## src/sv/overwriting_broadcast_ring_top_defines.svh

```systemverilog
// Assertion macros for the overwriting broadcast ring.
`ifndef OVERWRITING_BROADCAST_RING_TOP_DEFINES_SVH
`define OVERWRITING_BROADCAST_RING_TOP_DEFINES_SVH

`ifndef SYNTHESIS

// Same-cycle implication, masked while reset is low.
`define OBR_ASSERT_IMP(lbl, clk, rst_n, ante, cons) \
    lbl: assert property (@(posedge clk) disable iff (!rst_n) (ante) |-> (cons)) \
        else $error("obr: implication check failed");

// Next-cycle implication, masked while reset is low.
`define OBR_ASSERT_NEXT(lbl, clk, rst_n, ante, cons) \
    lbl: assert property (@(posedge clk) disable iff (!rst_n) (ante) |=> (cons)) \
        else $error("obr: next-cycle check failed");

`else

`define OBR_ASSERT_IMP(lbl, clk, rst_n, ante, cons)
`define OBR_ASSERT_NEXT(lbl, clk, rst_n, ante, cons)

`endif

`endif

```

## src/sv/obr_ram.sv

```systemverilog
// Generic single-write, single-read RAM with registered read data.
module obr_ram #(
    parameter int WIDTH = 8,
    parameter int DEPTH = 16
) (
    input  logic                     i_clk,
    input  logic                     i_we,
    input  logic [$clog2(DEPTH)-1:0] i_waddr,
    input  logic [WIDTH-1:0]         i_wdata,
    input  logic                     i_re,
    input  logic [$clog2(DEPTH)-1:0] i_raddr,
    output logic [WIDTH-1:0]         o_rdata
);

    logic [WIDTH-1:0] r_mem [DEPTH];
    logic [WIDTH-1:0] r_rdata;

    always_ff @(posedge i_clk) begin
        if (i_we) begin
            r_mem[i_waddr] <= i_wdata;
        end
        if (i_re) begin
            r_rdata <= r_mem[i_raddr];
        end
    end

    assign o_rdata = r_rdata;

endmodule

```

## config.mk

```make
export PLATFORM = sky130hd
export DESIGN_NAME = obr_ram
export DESIGN_NICKNAME = d
export VERILOG_FILES = /design/src/sv/overwriting_broadcast_ring_top_defines.svh /design/src/sv/obr_ram.sv
export SDC_FILE = /design/constraint.sdc
export NUM_CORES = 1
export LEC_CHECK = 0
export BUFFER_PORTS_ARGS = -buffer_cell sky130_fd_sc_hd__buf_2
export CELL_PAD_IN_SITES_DETAIL_PLACEMENT = 1
export CELL_PAD_IN_SITES_GLOBAL_PLACEMENT = 1
export CORE_MARGIN = 2
export CORE_UTILIZATION = 33
export DETAILED_ROUTE_END_ITERATION = 10
export PLACE_DENSITY_LB_ADDON = 0.05
export SKIP_LAST_GASP = 1
export SYNTH_ARGS = -nofsm -noshare
export SYNTH_HDL_FRONTEND = slang
export SYNTH_SLANG_ARGS = --single-unit
```

## constraint.sdc

```tcl
create_clock -name i_clk -period 1.7 [get_ports i_clk]
set_input_delay 0.17 -clock i_clk [delete_from_list [all_inputs] [get_ports i_clk]]
set_output_delay 0.17 -clock i_clk [all_outputs]
set_load 0.02 [all_outputs]
```

==> results.txt <==
- Run status: completed
* Main synth FF type: sky130_fd_sc_hd__edfxtp_1
- Endpoints failing setup: 0
* Sort of element at the end of the critical path: flop
* Most frequent cell after synthesis: sky130_fd_sc_hd__edfxtp_1
- Asr flop ratio synth: 0%
- Top cell type by total area after synthesis: sky130_fd_sc_hd__edfxtp_1
- The max-slew violation count is 0.
* Pleak: between 2 and 2.5 nW
- Across the run, the number of max-cap violations was 0.
- The clock period could shrink to 1.52 ns.
* Routability cong.: 0.685
- The total overflow left after global routing is 0.
- Post-synthesis instance area: 5230 um^2
- Initial antenna violation count: 0
- Count of unresolved DRC violations after routing: 0
- Counting flops with a built-in enable in the synthesized netlist gives 136.
- Across the VDD grid, the largest voltage drop is 0.681 mV.
* Antenna violation net count after detailed routing: 0
- Ports placed on the boundary: 27
- After routing the design area is 6320 um^2.
- Later-pin clock latency in the skew report: 0.42 ns
* Placed wire-length estimate after detailed placement: 7790 um
- Clock-pin slew was measured on the worst setup and hold paths at 0.06 ns.
- The die is 130 um wide.
- At the pin with the least slew margin, the transition time is 0.869 ns.
- Routed wirelength normalized by instance count: 22.9 um
- Final #Nets: 310
- Crit Path Class: reg2reg
- Clock Skews: roughly 0.0053 ns
* Worst min-delay path class: in2reg
- Fraction of layout instances using a drive strength above 1: 31.9%
* Overall via count from detail_route: 2486
- Once placement completed, the tool counted placed cells totaling 488.
- Top area cells in the synthesized netlist: sky130_fd_sc_hd__edfxtp_1, sky130_fd_sc_hd__mux4_2, sky130_fd_sc_hd__mux4_1
* Overall routed net length: ~12000 um
* Critical path startpoint category: flop
* Global-route wire length before repair: ~18000 um
- Power spread over the standard cell area amounts to about 1200 nW/um^2.
- Once the clock tree was built, the resizer swapped 0 gates to a different size.
- In this run, the number of DRC markers left after iteration 0 of detailed routing was 148.
* Combinational share of power: approximately 5.3%
- In this run the worst path has a maximum fanout of 1.
- Post-layout util: 40.3%
- The commonest cells after synthesis are sky130_fd_sc_hd__edfxtp_1, sky130_fd_sc_hd__mux4_2, sky130_fd_sc_hd__a22oi_1, sky130_fd_sc_hd__mux4_1, sky130_fd_sc_hd__nor2_1.
- Number of global-route vias before repair: 2730
- Number of library cell types mapped by synthesis: 18
- FP Rows: between 40 and 50
- Net switching is 20.8% of the power.
- The number of nets in the synthesized netlist is 248.
- Largest net degree at the start of global routing: 18
- Cell internal power dissipation: 5.92 mW
- Relative contribution of sequential cells to total power: 50.9%
- In the routed layout, each cell is associated on average with a via count of 4.78.
- Worst r2r path cells: 3
- Clk buf depth: 2
- In this run, CTS created clock tree buffers numbering 17.
- Sequential cells were found to cover 78.1% of the synthesized design area.
* Cell chosen for the clock root: sky130_fd_sc_hd__clkbuf_16
- STA puts the critical path data arrival time at 1.67 ns.
- For this configuration, the core starts out at a cell density of about a third.
* Synthesis-to-layout area growth: 20.8%
- Number of stages on the worst hold path: 1
* Count of input and output buffers: 26
* Synthesis warning total: 0
* Post-Synthesis Cells: 229
- Area inside the core boundary: 15700 um^2
* Count of clock tree sinks: 136
* Global routing usage summed across all routing layers: 15.5%
- Fraction of synthesized cell area taken by the top area cell type: between 70% and 80%
- Required time reported for the critical path endpoint: 1.85 ns
- After layout, the design draws a total of 7.47 mW.
- Part of the cycle the worst path needs: between 80% and 90%
* Area post-placement: 5790 um^2
- Headroom to the max-slew limit came out at 42.0%.
- The H-tree was split into 4 levels.
* Vert. Die Dim: 130 um
- CTS tree: done
* Average size of a mapped cell: 22.8 um^2
- Flip-flop and latch count after synthesis: 136
- Final count of hold timing violations: 0
* DIE AREA: between 15000 and 20000 um^2
- Clock power share: 43.8%
- Non-filler cells in the finished layout: 520
- The pre-antenna-repair detailed-routing pass consisted of 4 iterations.
* Total net switching power: between 1.5 and 2 mW
- The number of setup buffers added after CTS is 0.
- The repair_antennas step left the layout with diodes totalling 0.
* Post-CTS Hold Buffers: 0
- Setup repair after global routing left no endpoint under its margin.
* Max Clock Freq: 657 MHz
==> flip-flops by register name, indices dropped and copies added (netlist names) <==
register / count
o_rdata: 8
r_mem: 128
==> cell type report <==
| cell class | instances | area, um^2 |
|---|---|---|
| Clock buffer | 20 | 437 |
| Sequential cell | 136 | 4080 |
| Tap cell | 216 | 270 |
| Fill cell | 1518 | 9340 |
| Timing Repair Buffer | 53 | 383 |
| Clock inverter | 12 | 85.1 |
| Multi-Input combinational cell | 83 | 1060 |
==> placed cells by master (no fill, tap or decap), types with 3 or more instances in the layout <==
| cell type | count |
|---|---|
| sky130_fd_sc_hd__nand2_1 | 9 |
| sky130_fd_sc_hd__clkinv_2 | 5 |
| sky130_fd_sc_hd__nor3_1 | 4 |
| sky130_fd_sc_hd__nor2_1 | 13 |
| sky130_fd_sc_hd__buf_2 | 26 |
| sky130_fd_sc_hd__mux4_1 | 14 |
| sky130_fd_sc_hd__clkinv_1 | 4 |
| sky130_fd_sc_hd__clkbuf_1 | 3 |
| sky130_fd_sc_hd__mux4_2 | 18 |
| sky130_fd_sc_hd__edfxtp_1 | 136 |
| sky130_fd_sc_hd__buf_4 | 23 |
| sky130_fd_sc_hd__buf_12 | 4 |
| sky130_fd_sc_hd__a22oi_1 | 16 |
| sky130_fd_sc_hd__clkbuf_16 | 17 |
==> path summary, 6_finish.rpt <==
kind                                    from  slack, ns         end
worst max register to register   r_mem[9][3]       0.18  o_rdata[3]
worst min-delay path                    i_re       0.14  o_rdata[3]
worst min register to register  r_mem[15][0]       0.75  o_rdata[0]
worst max-delay path             r_mem[9][3]       0.18  o_rdata[3]
==> power by group through the flow <==
stage	Combinational (mW)	Clock [mW]	Sequential, mW
6_report	0.396	3.28	3.80
2_1_floorplan	0.191	0	3.88
3_3_place_gp	0.409	0	3.87
3_5_place_dp	0.410	0	3.87
4_1_cts	0.411	3.37	3.80
5_1_grt	0.435	3.49	3.81
==> kinds of logic (layout without fill, tap and decap cells) <==
logic type	Yosys count	count (layout)	share of synthesized area, %
muxes	32	32	14.8
DFF	136	136	78.1
AOI/OAI and AO/OA	16	16	2.30
and+or+nand+nor	35	35	3.14
buffers and inverters	10	85	1.65
==> stage by stage <==
step | hold slack [ns] | setup TNS, ns | setup WS, ns
2_1_floorplan | 0.269 | 0 | 0.0371
3_3_place_gp | 0.567 | -0.457 | -0.134
3_5_place_dp | 0.579 | -0.566 | -0.157
4_1_cts | 0.133 | 0 | 0.138
5_1_grt | 0.130 | 0 | 0.105
6_report | 0.142 | 0 | 0.178
==> critical path, cell delays in order (launching register included) <==
cell,delay [ns]
sky130_fd_sc_hd__edfxtp_1,0.35
sky130_fd_sc_hd__mux4_1,0.50
sky130_fd_sc_hd__a22oi_1,0.33
sky130_fd_sc_hd__nand2_1,0.09
==> metal layers <==
metal  vias to the layer above  share of wire [%]  routed length (um)  GRT usage (%)
met2                        35                 46                5510           23.3
met3                        13                2.8                 338           4.31
met5                         -                  0                   0              0
met1                      1333                 49                5850           21.7
met4                         0                1.5                 183           5.50
li1                       1105                  -                   -              -
(Power assumes the default switching activity.)
