--- src/sv/overwriting_broadcast_ring_top_defines.svh ---
// Assertion macros for the overwriting broadcast ring.
`ifndef OVERWRITING_BROADCAST_RING_TOP_DEFINES_SVH
`define OVERWRITING_BROADCAST_RING_TOP_DEFINES_SVH

`ifndef SYNTHESIS

// Same-cycle implication, masked while reset is low.
`define OBR_ASSERT_IMP(lbl, clk, rst_n, ante, cons) \
    lbl: assert property (@(posedge clk) disable iff (!rst_n) (ante) |-> (cons)) \
        else $error("obr: implication check failed");

// Next-cycle implication, masked while reset is low.
`define OBR_ASSERT_NEXT(lbl, clk, rst_n, ante, cons) \
    lbl: assert property (@(posedge clk) disable iff (!rst_n) (ante) |=> (cons)) \
        else $error("obr: next-cycle check failed");

`else

`define OBR_ASSERT_IMP(lbl, clk, rst_n, ante, cons)
`define OBR_ASSERT_NEXT(lbl, clk, rst_n, ante, cons)

`endif

`endif

--- src/sv/obr_pkg.sv ---
// Types, constants and helpers shared by the overwriting broadcast ring.
package obr_pkg;

    localparam int DEPTH         = 64;
    localparam int IDX_W         = $clog2(DEPTH);
    localparam int CNT_W         = IDX_W + 1;
    localparam int RING_MIN      = 2;
    localparam int PAYLOAD_BYTES = 8;
    localparam int SEQ_W         = 64;
    localparam int DATA_W        = 64;
    localparam int LEN_W         = 4;
    localparam int MODE_W        = 3;
    localparam int STATUS_W      = 3;
    localparam int CFG_IDX_W     = 1;
    localparam int CFG_DATA_W    = 7;
    localparam int MAXP_W        = 4;
    localparam int PCT_SCALE     = 100;

    // Divider: quotient below 128, dividend below 100 * DEPTH.
    localparam int QUO_W  = 7;
    localparam int DVD_W  = 13;
    localparam int STEP_W = 3;

    // Stream payload layout.
    localparam int IN_W          = 136;
    localparam int OUT_W         = 344;
    localparam int OUT_USAGE_LSB = 331;

    typedef enum logic [MODE_W-1:0] {
        MODE_PUBLISH = 3'd0,
        MODE_READ    = 3'd1,
        MODE_PEEK    = 3'd2,
        MODE_LATEST  = 3'd3,
        MODE_OLDEST  = 3'd4
    } t_mode;

    typedef enum logic [STATUS_W-1:0] {
        ST_OK      = 3'd0,
        ST_NO_DATA = 3'd1,
        ST_LOST    = 3'd2,
        ST_INVALID = 3'd3,
        ST_SMALL   = 3'd4
    } t_status;

    typedef enum logic [CFG_IDX_W-1:0] {
        CFG_ENTRY_COUNT = 1'b0,
        CFG_MAX_PAYLOAD = 1'b1
    } t_cfg_idx;

    typedef enum logic [2:0] {
        S_IDLE,
        S_EVAL,
        S_MOD,
        S_MOD_WAIT,
        S_PCT,
        S_PCT_WAIT,
        S_DONE
    } t_state;

    typedef enum logic [1:0] {
        MOD_NONE,
        MOD_WIDX,
        MOD_RIDX
    } t_mod_tgt;

    typedef struct packed {
        logic [SEQ_W-1:0]  seq;
        logic [DATA_W-1:0] payload;
        logic [LEN_W-1:0]  len;
        logic [DATA_W-1:0] stamp;
    } t_entry;

    localparam int ENTRY_W = $bits(t_entry);

    typedef struct packed {
        logic             start;
        logic [DVD_W-1:0] dividend;
        logic [CNT_W-1:0] divisor;
    } t_div_req;

    typedef struct packed {
        logic             busy;
        logic             done;
        logic [QUO_W-1:0] quotient;
        logic [CNT_W-1:0] remainder;
    } t_div_rsp;

    // Keep the low len bytes of a payload word.
    function automatic logic [DATA_W-1:0] byte_mask(input logic [LEN_W-1:0] len);
        logic [DATA_W-1:0] m;
        m = '0;
        for (int b = 0; b < PAYLOAD_BYTES; b++) begin
            if (LEN_W'(b) < len) begin
                m[b*8 +: 8] = 8'hFF;
            end
        end
        return m;
    endfunction

endpackage

--- src/sv/obr_div.sv ---
// Restoring divider, one quotient bit per cycle, shared for modulo and percent.
module obr_div (
    input  logic              i_clk,
    input  logic              i_rst_n,
    input  obr_pkg::t_div_req i_req,
    output obr_pkg::t_div_rsp o_rsp
);

    import obr_pkg::*;

    logic              r_busy, n_busy;
    logic              r_done, n_done;
    logic [STEP_W-1:0] r_step, n_step;
    logic [CNT_W-1:0]  r_rem, n_rem;
    logic [QUO_W-1:0]  r_dvd, n_dvd;
    logic [QUO_W-1:0]  r_quo, n_quo;
    logic [CNT_W-1:0]  r_div, n_div;
    logic [CNT_W:0]    trial;
    logic              ge;

    assign trial = {r_rem, r_dvd[QUO_W-1]};
    assign ge    = (trial >= {1'b0, r_div});

    always_comb begin
        n_busy = r_busy;
        n_done = 1'b0;
        n_step = r_step;
        n_rem  = r_rem;
        n_dvd  = r_dvd;
        n_quo  = r_quo;
        n_div  = r_div;
        if (i_req.start) begin
            // Upper dividend bits are already below the divisor.
            n_busy = 1'b1;
            n_step = '0;
            n_rem  = CNT_W'(i_req.dividend[DVD_W-1:QUO_W]);
            n_dvd  = i_req.dividend[QUO_W-1:0];
            n_quo  = '0;
            n_div  = i_req.divisor;
        end else if (r_busy) begin
            n_rem  = ge ? CNT_W'(trial - {1'b0, r_div}) : trial[CNT_W-1:0];
            n_dvd  = {r_dvd[QUO_W-2:0], 1'b0};
            n_quo  = {r_quo[QUO_W-2:0], ge};
            n_step = r_step + STEP_W'(1);
            if (r_step == STEP_W'(QUO_W - 1)) begin
                n_busy = 1'b0;
                n_done = 1'b1;
            end
        end
    end

    always_ff @(posedge i_clk) begin
        if (!i_rst_n) begin
            r_busy <= 1'b0;
            r_done <= 1'b0;
            r_step <= '0;
        end else begin
            r_busy <= n_busy;
            r_done <= n_done;
            r_step <= n_step;
        end
    end

    always_ff @(posedge i_clk) begin
        r_rem <= n_rem;
        r_dvd <= n_dvd;
        r_quo <= n_quo;
        r_div <= n_div;
    end

    assign o_rsp.busy      = r_busy;
    assign o_rsp.done      = r_done;
    assign o_rsp.quotient  = r_quo;
    assign o_rsp.remainder = r_rem;

endmodule

--- config.mk ---
export PLATFORM = sky130hd
export DESIGN_NAME = obr_div
export DESIGN_NICKNAME = d
export VERILOG_FILES = /design/src/sv/overwriting_broadcast_ring_top_defines.svh /design/src/sv/obr_pkg.sv /design/src/sv/obr_div.sv
export SDC_FILE = /design/constraint.sdc
export NUM_CORES = 1
export LEC_CHECK = 0
export ABC_AREA = 1
export ABC_CLOCK_PERIOD_IN_PS = 3300
export BUFFER_PORTS_ARGS = -buffer_cell sky130_fd_sc_hd__buf_2
export CORE_MARGIN = 4
export CORE_UTILIZATION = 55
export CTS_CLUSTER_SIZE = 12
export DETAILED_ROUTE_END_ITERATION = 16
export GPL_TIMING_DRIVEN = 0
export PLACE_DENSITY = 0.86
export SYNTH_ARGS = -nofsm -noshare
export SYNTH_HDL_FRONTEND = slang
export SYNTH_SLANG_ARGS = --single-unit
--- constraint.sdc ---
create_clock -name i_clk -period 3.3 [get_ports i_clk]
set_input_delay 0.33 -clock i_clk [delete_from_list [all_inputs] [get_ports i_clk]]
set_output_delay 0.33 -clock i_clk [all_outputs]
set_load 0.01 [all_outputs]
==> summary.md <==
| Metric | Value |
|---|---|
| CTS Sinks | `33` |
| Top cell by count, worst path | `nand2_1` |
| Vias in the first global route | `between 1000 and 1500` |
| Status | `finished, final reports clean` |
| Clk slew on worst S/H paths | `approximately 100 ps` |
| Synthesized flop and latch total | `33` |
| Area of the multi-input gates | `around 720 um^2` |
| First-pass GRT wire length | `5680 um` |
| Syn_nets | `~240` |
| Sequential share of the synthesized area | `around half` |
| Final TNS setup | `0 ps` |
| Startpoint Class | `flip-flop` |
| Setup Crit Path Kind | `flip-flop to flip-flop` |
| Die area | `between 0.004 and 0.005 mm^2` |
| Post-synth top flop | `edfxtp_1` |
| Worst-Skew Late Latency | `330 ps` |
| FP Rows | `20` |
| Sequential Power Share | `a little over two fifths` |
| Comb pwr share | `between 30% and 40%` |
| Synth top area share | `34.7%` |
| Post-CTS Resized | `0` |
| DPL Wire Length | `~2700 um` |
| Top post-synthesis cells by count | `nand2_1 (69), inv_1 (33), edfxtp_1 (20)` |
| Hold Path Class | `primary input to flip-flop` |
| Fin. max-slew vios | `0` |
| Static leakage | `0.00103 uW` |
| Synth top area cells | `edfxtp_1 (35%), dfxtp_1 (15%), nand2_1 (15%), inv_1 (7.1%), ha_1 (6.5%)` |
| Sw Share | `roughly a third` |
| Int Power | `about 800 uW` |
| Top delay family on crit path | `simple AND/OR/NAND/NOR gates` |
| FF/Latch Area | `~860 um^2` |
| Final Util | `roughly two thirds` |
| Via count | `approximately 1500` |
| Root Buffer Master | `clkbuf_4` |
| Final hold vios | `0` |
| CTS Buffer Depth | `2` |
| Count leader, synth | `nand2_1` |
| Cell variety after synth | `28` |
| Post-layout min period | `between 1500 and 2000 ps` |
| Final Setup Violations | `0` |
| Layout Skew | `about 10 ps` |
| Post-Route WL | `roughly 3500 um` |
| Crit Path Max Fanout | `8` |
| IO Pins | `39` |
| Reg2reg start | `r_dvd[6]` |
| Worst Path Buf+Inv | `2` |
| WP data arrival | `about 2100 ps` |
| Hold WS | `164 ps` |
| PwrDens | `between 500 and 600 mW/mm^2` |
| Highest Clock Rate | `0.500 GHz` |
| # nets final | `281` |
| Stages on worst setup path | `11` |
| Critical-path top delay cell | `fa_1` |
| Synth Warn # | `0` |
| Initial DRC count | `63` |
| CP required | `3400 ps` |
| DR vias/cell | `about 5.0` |
| Worst-Margin Slew | `~610 ps` |
| Grt ovf | `0` |
| Ys async rst share | `0%` |
| Crit end category | `flip-flop` |
| Wire length per cell | `between 10 and 15 um` |
| Drt drc | `0` |
| RSZ-0062 raised after global routing | `false` |
| Post-synthesis average cell area | `8.54 um^2` |
| Fill cells | `around 250` |
| CTS HTree Levels | `2` |
| Number of port buffers | `38` |
| Final GP Congestion | `between 0.8 and 0.9` |
| RR Endpoint | `r_rem[3]` |
| R2R cell count | `11` |
| Psw | `398 uW` |
| Gr usage total | `18.1%` |
| EDFF count, synth | `20` |
| Post-Syn Area | `roughly 0.0017 mm^2` |
| Fraction of layout cells with a size suffix above 1 | `a little over a fifth` |
| Cell count after synthesis | `between 200 and 250` |
| Hold_buf cts | `0` |
| ANT cells | `0` |
| Die height | `64.1 um` |
| R2R Setup Slk | `about 1300 ps` |
| Num CTS Buffers | `5` |
| CTS tree | `done` |
| Worst slew margin | `between 50% and 60%` |
| Clock power frac | `23.8%` |
| Worst path max stage delay | `roughly 400 ps` |
| Synth area leader | `edfxtp_1` |
| Worst Setup SP | `r_dvd[6]` |
| Setup Buffers After CTS | `0` |
| Post-route ant nets | `0` |
| Layout area overhead | `18.8%` |
| MaxCap Viol Count | `0` |
| Fin crit share | `60.6%` |
| Core Area | `0.00303 mm^2` |
| Detailed Routing Iterations Pass 1 | `4` |
| Critical Path Sink | `r_rem[3]` |
| Max IR drop VDD | `approximately 0.00036 V` |
| Die X | `between 60 and 70 um` |
| Critical-path cell list | `inv_1 -> ha_1 -> fa_1 -> inv_1 -> nand2_1 -> nand2_2 -> nand2_1 -> nand3_4 -> nand2_1 -> nand3_1 -> nand2_1` |
| Initial core utilization | `approximately 57%` |
| Largest net degree at the start of global routing | `21` |
| Initial antenna violation count | `0` |
logic make-up (layout without fill, tap and decap cells):
| group | Yosys count | in the layout | share of synthesized area, % |
|---|---|---|---|
| AO/OA/AOI/OAI | 15 | 15 | 6.14 |
| XOR/XNOR | 2 | 2 | 1.01 |
| adder cells (fa/ha/maj) | 10 | 10 | 7.65 |
| buffers and inverters | 39 | 85 | 8.95 |
| flip-flops | 33 | 33 | 49.7 |
| AND/OR/NAND/NOR | 104 | 104 | 26.6 |
state kept, by name (all words and copies together), names as in the netlist:
register,cells
r_step,3
r_quo,7
r_busy,1
r_rem,7
r_div,7
r_done,1
r_dvd,7
area by class of cell:
| type | instances | share of cell area [%] |
|---|---|---|
| multi-input combinational | 131 | 34.8 |
| sequential | 33 | 41.8 |
| inverter | 34 | 6.20 |
| buffer | 5 | 1.34 |
| timing repair buffer | 38 | 9.24 |
| clock buffer | 8 | 3.89 |
| tap | 44 | 2.67 |
per-layer routing:
layer / share of wire, % / wire [um] / GRT usage, %
met2: 51 / 1770 / 31.0
met4: 1.9 / 65 / 7.65
met1: 43 / 1480 / 21.1
met3: 4.1 / 141 / 5.10
met5: 0 / 0 / 0
worst register-to-register path, delay by kind of cell (launching register included):
kind,cells,cell delay [ps]
adders and majority gates,2,620
buffers and inverters,2,150
DFF,1,340
and+or+nand+nor,7,640
metrics by stage:
stage | setup slack [ps] | instance area, um^2 | total power, uW | std cells
floorplan | 1540 | 1730 | 802 | 203
global placement | 1390 | 1980 | 894 | 285
detailed placement | 1320 | 1980 | 910 | 285
CTS | 1290 | 2060 | 1190 | 293
global route | 1150 | 2060 | 1270 | 293
finish | 1300 | 2060 | 1190 | 293
power groups by stage:
stage	Clock, uW	Combinational (uW)	Sequential [uW]
after floorplan	0	272	530
after global placement	0	370	524
after detailed placement	0	384	525
after CTS	287	388	516
after global routing	310	439	521
final	283	390	517
layout by cell type, fill, tap and decap left out, types with 2 or more instances in the layout:
| cell type | count |
|---|---|
| nand2_1 | 69 |
| buf_2 | 39 |
| inv_1 | 33 |
| edfxtp_1 | 20 |
| nand3_1 | 17 |
| dfxtp_1 | 13 |
| ha_1 | 9 |
| nor2_1 | 6 |
| o22ai_1 | 5 |
| clkbuf_4 | 5 |
| a21oi_1 | 4 |
| nand3b_1 | 4 |
| clkbuf_1 | 3 |
| nand2_2 | 2 |
| nand4_1 | 2 |
| o21ai_0 | 2 |
| buf_4 | 2 |
worst min path at each step:
stage / slack, ps / endpoint / from / cells after the start
6_report: 160 / r_div[6] / i_req[6] / 1
5_1_grt: 150 / r_div[6] / i_req[6] / 1
4_1_cts: 160 / r_div[3] / i_req[3] / 1
3_5_place_dp: 450 / r_quo[6] / r_quo[6] / 2
3_3_place_gp: 450 / r_quo[6] / r_quo[6] / 2
2_1_floorplan: 430 / r_div[0] / i_req[0] / 0
No activity file was read; power rests on OpenSTA's default activity.
